**src/rtl/core/etw_pkg.sv**
```systemverilog
package etw_pkg;

   localparam int C_W = 40;

   localparam logic [31:0] HALF_PI_Q30 = 32'd1686629713;
   localparam logic [30:0] ONE_Q30 = 31'h4000_0000;

   localparam logic REG_SLOPE_ALPHA = 1'b0;

   typedef enum logic [2:0] {
      CRV_LINEAR   = 3'd0,
      CRV_SMOOTH   = 3'd1,
      CRV_SPEEDUP  = 3'd2,
      CRV_SLOWDOWN = 3'd3,
      CRV_WAVE     = 3'd4,
      CRV_ROTATE   = 3'd5
   } curve_type;

   typedef enum logic [1:0] {
      LVL_CURVE,
      LVL_START,
      LVL_TARGET
   } level_sel_type;

   typedef struct packed {
      logic signed [31:0] start_level;
      logic signed [31:0] target_level;
      logic [31:0]        remaining_ms;
      logic               finished;
      level_sel_type      sel;
      logic [2:0]         curve;
   } meta_type;

   function automatic logic [C_W-1:0] mag_of(input logic signed [C_W-1:0] v);
      logic [C_W-1:0] r;
      r = v[C_W-1] ? C_W'(-v) : C_W'(v);
      return r;
   endfunction

endpackage

```
**src/rtl/core/etw_blend.sv**
```systemverilog
module etw_blend (
   input  logic                           clock,
   input  logic                           reset,
   input  logic                           advance,
   input  logic                           in_valid,
   input  etw_pkg::meta_type              in_meta,
   input  logic signed [etw_pkg::C_W-1:0] in_u,
   output logic                           out_valid,
   output logic signed [31:0]             out_level,
   output logic                           out_finished,
   output logic [31:0]                    out_remaining
);

   localparam int CW = etw_pkg::C_W;
   localparam int HW = CW - 30;

   logic              vld_ff  [3];
   etw_pkg::meta_type meta_ff [3];

   for (genvar s = 0; s < 3; s++) begin : g_ctl
      always_ff @(posedge clock) begin
         if (reset) begin
            vld_ff[s] <= 1'b0;
         end else if (advance) begin
            vld_ff[s] <= (s == 0) ? in_valid : vld_ff[(s == 0) ? 0 : s-1];
         end
      end
      always_ff @(posedge clock) begin
         if (advance) begin
            meta_ff[s] <= (s == 0) ? in_meta : meta_ff[(s == 0) ? 0 : s-1];
         end
      end
   end

   // magnitudes and product sign
   logic signed [32:0] d;
   logic [32:0]        md_in;
   logic [32:0]        md_ff;
   logic [CW-1:0]      mu_ff;
   logic               neg1_ff;
   assign d     = 33'(in_meta.target_level) - 33'(in_meta.start_level);
   assign md_in = d[32] ? 33'(-d) : 33'(d);

   // split product
   logic [62:0]     plo_ff;
   logic [32+HW:0]  phi_ff;
   logic            neg2_ff;

   // rounded magnitude of the step
   logic [63:0]     plo_rnd;
   logic [33+HW:0]  prod_in;
   logic [33+HW:0]  prod_ff;
   logic            neg3_ff;
   assign plo_rnd = 64'(plo_ff) + 64'h2000_0000;
   assign prod_in = (34+HW)'(phi_ff) + (34+HW)'(plo_rnd >> 30);

   // final level
   logic signed [47:0] lvl;
   logic signed [31:0] sat;
   logic signed [31:0] level_in;
   logic               rsp_valid_ff;
   logic signed [31:0] level_ff;
   logic               finished_ff;
   logic [31:0]        remaining_ff;

   assign lvl = neg3_ff ? 48'(meta_ff[2].start_level) - 48'(prod_ff)
                        : 48'(meta_ff[2].start_level) + 48'(prod_ff);

   always_comb begin
      if (lvl > 48'sh7FFF_FFFF) begin
         sat = 32'sh7FFF_FFFF;
      end else if (lvl < -48'sh8000_0000) begin
         sat = 32'sh8000_0000;
      end else begin
         sat = lvl[31:0];
      end
      case (meta_ff[2].sel)
         etw_pkg::LVL_TARGET: level_in = meta_ff[2].target_level;
         etw_pkg::LVL_START:  level_in = meta_ff[2].start_level;
         default:             level_in = sat;
      endcase
   end

   always_ff @(posedge clock) begin
      if (advance) begin
         md_ff        <= md_in;
         mu_ff        <= etw_pkg::mag_of(in_u);
         neg1_ff      <= d[32] != in_u[CW-1];

         plo_ff       <= 63'(md_ff) * 63'(mu_ff[29:0]);
         phi_ff       <= (33+HW)'(md_ff) * (33+HW)'(mu_ff[CW-1:30]);
         neg2_ff      <= neg1_ff;

         prod_ff      <= prod_in;
         neg3_ff      <= neg2_ff;

         level_ff     <= level_in;
         finished_ff  <= meta_ff[2].finished;
         remaining_ff <= meta_ff[2].remaining_ms;
      end
   end

   always_ff @(posedge clock) begin
      if (reset) begin
         rsp_valid_ff <= 1'b0;
      end else if (advance) begin
         rsp_valid_ff <= vld_ff[2];
      end
   end

   assign out_valid     = rsp_valid_ff;
   assign out_level     = level_ff;
   assign out_finished  = finished_ff;
   assign out_remaining = remaining_ff;

endmodule

```
**config.mk**
```make
export PLATFORM = sky130hd
export DESIGN_NAME = etw_blend
export DESIGN_NICKNAME = d
export VERILOG_FILES = /design/src/rtl/core/etw_pkg.sv /design/src/rtl/core/etw_blend.sv
export SDC_FILE = /design/constraint.sdc
export NUM_CORES = 2
export LEC_CHECK = 0
export ABC_AREA = 1
export ABC_CLOCK_PERIOD_IN_PS = 6800
export BUFFER_PORTS_ARGS = -buffer_cell sky130_fd_sc_hd__buf_2
export CORE_MARGIN = 2
export CORE_UTILIZATION = 56
export CTS_CLUSTER_DIAMETER = 120
export DETAILED_ROUTE_END_ITERATION = 6
export GPL_ROUTABILITY_DRIVEN = 0
export PLACE_DENSITY = 0.81
export SYNTH_ARGS = -nofsm -noshare
export SYNTH_HDL_FRONTEND = slang
export SYNTH_SLANG_ARGS = --single-unit
```
**constraint.sdc**
```tcl
create_clock -name clock -period 6.8 [get_ports clock]
set_clock_uncertainty 0.05 [all_clocks]
set_input_delay 1.36 -clock clock [delete_from_list [all_inputs] [get_ports clock]]
set_output_delay 1.36 -clock clock [all_outputs]
set_load 0.02 [all_outputs]
```
==> reports/results.md <==
| Item | This run | Unit |
|---|---|---|
| Cell with the most instances after synthesis | sky130_fd_sc_hd__inv_1 | - |
| Arrival time at the worst endpoint | 8.79 | ns |
| Post-DP HPWL | 166000 | um |
| Drt first-iter violations | 9948 | - |
| Routed length on met1 | 76300 | um |
| Element type at the critical path end | flip-flop | - |
| Std-Cell Core Area | 129800 | um2 |
| Sum of met2 wire segment lengths after detailed routing | 106900 | um |
| Initial antenna violation count | 19 | - |
| Clock latency reported for the late side of the worst-skew pair | 0.71 | ns |
| Number of nets in the synthesized netlist | 10543 | - |
| Root Buffer Master | sky130_fd_sc_hd__clkbuf_16 | - |
| Async set or reset register ratio after synthesis | 0 | % |
| Cell with the biggest individual delay on the critical path | sky130_fd_sc_hd__fa_1 | - |
| Fmax | 118.8 | MHz |
| Crit start category | flip-flop | - |
| Unrepaired setup endpoints after global routing | yes | - |
| Post-Synthesis Mean Instance Area | 8.309 | um2 |
| Worst max-slew margin expressed relative to the limit | 23.32 | % |
| Cell types occupying the most area after synthesis | sky130_fd_sc_hd__fa_1, sky130_fd_sc_hd__edfxtp_1, sky130_fd_sc_hd__inv_1, sky130_fd_sc_hd__nand2_1, sky130_fd_sc_hd__ha_1 | - |
| Uppermost routed layer | met5 | - |
| Critical path's most frequent cell | sky130_fd_sc_hd__fa_1 | - |
| Global-route total usage across every layer | 32.09 | % |
| Amount of wire on met3 after detailed routing | 36940 | um |
| Leading register cell type out of synthesis | sky130_fd_sc_hd__edfxtp_1 | - |
| Min Tclk post-route | 8.417 | ns |
| Synthesized flop and latch total | 563 | - |
| Post-place instance area | 79850 | um2 |
| Num ports | 212 | - |
| Filler Cells Inserted | 9230 | - |
| Via Count | 65543 | - |
| Num CTS Buffers | 57 | - |
| Hold Violations, Final | 0 | - |
| GR Overflow Total | 0 | - |
| Hold-fix buffer count after cts | 0 | - |
| Path category of the worst min-delay check | reg2reg | - |
| Synth cell count leaders | sky130_fd_sc_hd__inv_1, sky130_fd_sc_hd__nand2_1, sky130_fd_sc_hd__fa_1 | - |
| Detailed-route DRC error count | 774 | - |
| Number of flops mapped to enable cells by yosys | 562 | - |
| Worst Slack Setup Final | -1.617 | ns |
| Number of port buffers | 208 | - |
| CP Max Fanout | 4 | - |
| Status | complete, but fails checks | - |
| Clock tree from TritonCTS | done | - |
| Cell area after synthesis | 73470 | um2 |
| Cell count of the worst hold path | 0 | - |
| Gate Count Post-Synth | 8842 | - |
| Count of placed standard cells in the final layout, fillers left out | 11169 | - |
| CP Class | reg2reg | - |
| Post-DRT Antenna Nets | 0 | - |
| Wire length of the first global-routing pass | 340000 | um |
| Slew @ Worst Pin | 1.150 | ns |
| Count of TritonRoute iterations in the first routing pass | 7 | - |
| Largest net degree at the start of global routing | 172 | - |
| Cells after DPL | 10941 | - |
| Leading area contributor after synthesis | sky130_fd_sc_hd__fa_1 | - |
| Full die area | 134100 | um2 |
| Critical Path RT | 7.17 | ns |
| Vias in the first global route | 65848 | - |
| Count of H-tree levels built during CTS | 2 | - |
| Die outline height | 366.2 | um |
| Total Negative Setup Slacks | -35.82 | ns |
| Clock sinks | 563 | - |
| CTS clk-pin slew, worst paths | 0.06 | ns |
| Crit share post-route | 123.8 | % |
| Yosys cell types | 66 | - |
| Clk buf depth | 3 | - |
| Reg2Reg Depth | 27 | - |
| Share of post-route cells with drive strength above 1 | 14.33 | % |
| Yosys top cell area share | 30.30 | % |
| Starting Density | 56.60 | % |
| Per-cell via count in the routed design | 5.868 | - |
| Fraction of the yosys area taken by sequential cells | 23.00 | % |
| Final max-slew violation count | 0 | - |
| Number of failing setup endpoints in the final timing report | 34 | - |
| Cell area after layout | 85080 | um2 |
| Growth of design area from synthesis to finish | 15.80 | % |
| Die width | 366.2 | um |
| Drt total wl | 244200 | um |
| Synth warn | 0 | - |
| WL/cell | 21.86 | um |
| Failing checks | design-rule violations, negative setup slack | - |
| Post-layout net count | 11069 | - |
| Number of maximum-capacitance constraint violations | 0 | - |
| Row count | 132 | - |
| Worst stage delay on the critical path | 0.63 | ns |
stage by stage:
stage / hold WS [ns] / setup slack [ns] / utilization [%]
2_1_floorplan: 0.3503 / 0.002337 / -
3_3_place_gp: 0.3505 / -0.5282 / 61.51
3_5_place_dp: 0.3545 / -0.6224 / 61.51
4_1_cts: 0.3581 / -0.2992 / 64.44
5_1_grt: 0.3563 / -1.649 / 65.52
6_report: 0.3419 / -1.617 / 65.54
metal layers:
metal | track usage [%] | vias up
li1 | - | 27226
met1 | 37.23 | 30677
met3 | 9.287 | 2080
met4 | 20.39 | 24
met2 | 52.28 | 5536
met5 | 0 | -
final cells by class:
| type | count | area, um2 | area share (%) |
|---|---|---|---|
| Multi-Input combinational cell | 5578 | 48330 | 56.81 |
| Sequential cell | 563 | 16900 | 19.86 |
| Inverter | 2381 | 8942 | 10.51 |
| Timing Repair Buffer | 787 | 6898 | 8.108 |
| Tap cell | 1742 | 2180 | 2.562 |
| Clock buffer | 67 | 1464 | 1.721 |
| Clock inverter | 38 | 332.8 | 0.3912 |
| Antenna cell | 13 | 32.53 | 0.03824 |
layout by cell type, fill, tap and decap left out, types with 62 or more instances in the layout:
| master | count |
|---|---|
| sky130_fd_sc_hd__a21oi_1 | 247 |
| sky130_fd_sc_hd__buf_12 | 86 |
| sky130_fd_sc_hd__buf_2 | 207 |
| sky130_fd_sc_hd__buf_4 | 421 |
| sky130_fd_sc_hd__clkbuf_16 | 62 |
| sky130_fd_sc_hd__edfxtp_1 | 562 |
| sky130_fd_sc_hd__fa_1 | 1059 |
| sky130_fd_sc_hd__ha_1 | 411 |
| sky130_fd_sc_hd__inv_1 | 2275 |
| sky130_fd_sc_hd__inv_2 | 103 |
| sky130_fd_sc_hd__nand2_1 | 2260 |
| sky130_fd_sc_hd__nand3_1 | 128 |
| sky130_fd_sc_hd__nor2_1 | 395 |
| sky130_fd_sc_hd__o21ai_0 | 120 |
| sky130_fd_sc_hd__xnor2_1 | 108 |
| sky130_fd_sc_hd__xor2_1 | 164 |
state kept, by name, summed over array words and instances, names as in the netlist:
| name | flops |
|---|---|
| md_ff | 33 |
| meta_ff | 297 |
| mu_ff | 40 |
| neg1_ff | 1 |
| neg2_ff | 1 |
| neg3_ff | 1 |
| out_finished | 1 |
| out_level | 32 |
| out_remaining | 32 |
| out_valid | 1 |
| phi_ff | 43 |
| plo_ff | 34 |
| prod_ff | 44 |
| vld_ff | 3 |
what timing repair did:
item,4_1_cts,5_1_grt
hold endpoints to repair,0,0
setup endpoints to repair,34,34
cloned,1,5
pin swaps,178,194
setup buffers,69,44
resized for setup,355,265
worst paths after layout:
check / endpoint / start / slack, ns
worst min register to register: meta_ff[0][218] / meta_ff[0][116] / 0.34
worst min-delay path: meta_ff[0][218] / meta_ff[0][116] / 0.34
worst max-delay path: plo_ff[56] / md_ff[5] / -1.62
worst max register to register: plo_ff[56] / md_ff[5] / -1.62
logic make-up after synthesis:
kind of cell / synth area share (%)
and+or+nand+nor: 17.00
buffers and inverters: 13.87
AOI/OAI and AO/OA: 4.869
adders and majority gates: 37.84
xor gates and xnor gates: 3.420
DFF: 23.00
critical path: cells and delay by family, from the launching register on:
| family | cells | cell delay, ns |
|---|---|---|
| AND/OR/NAND/NOR | 4 | 0.46 |
| adder cells (fa/ha/maj) | 9 | 4.52 |
| flip-flops | 1 | 0.60 |
| AO/OA/AOI/OAI | 4 | 1.42 |
| XOR/XNOR | 1 | 0.11 |
| buffers and inverters | 9 | 0.95 |
Power is left out: the tool's default activity adds up to more than one toggle a clock period on the data nets, which glitch-free logic cannot reach.
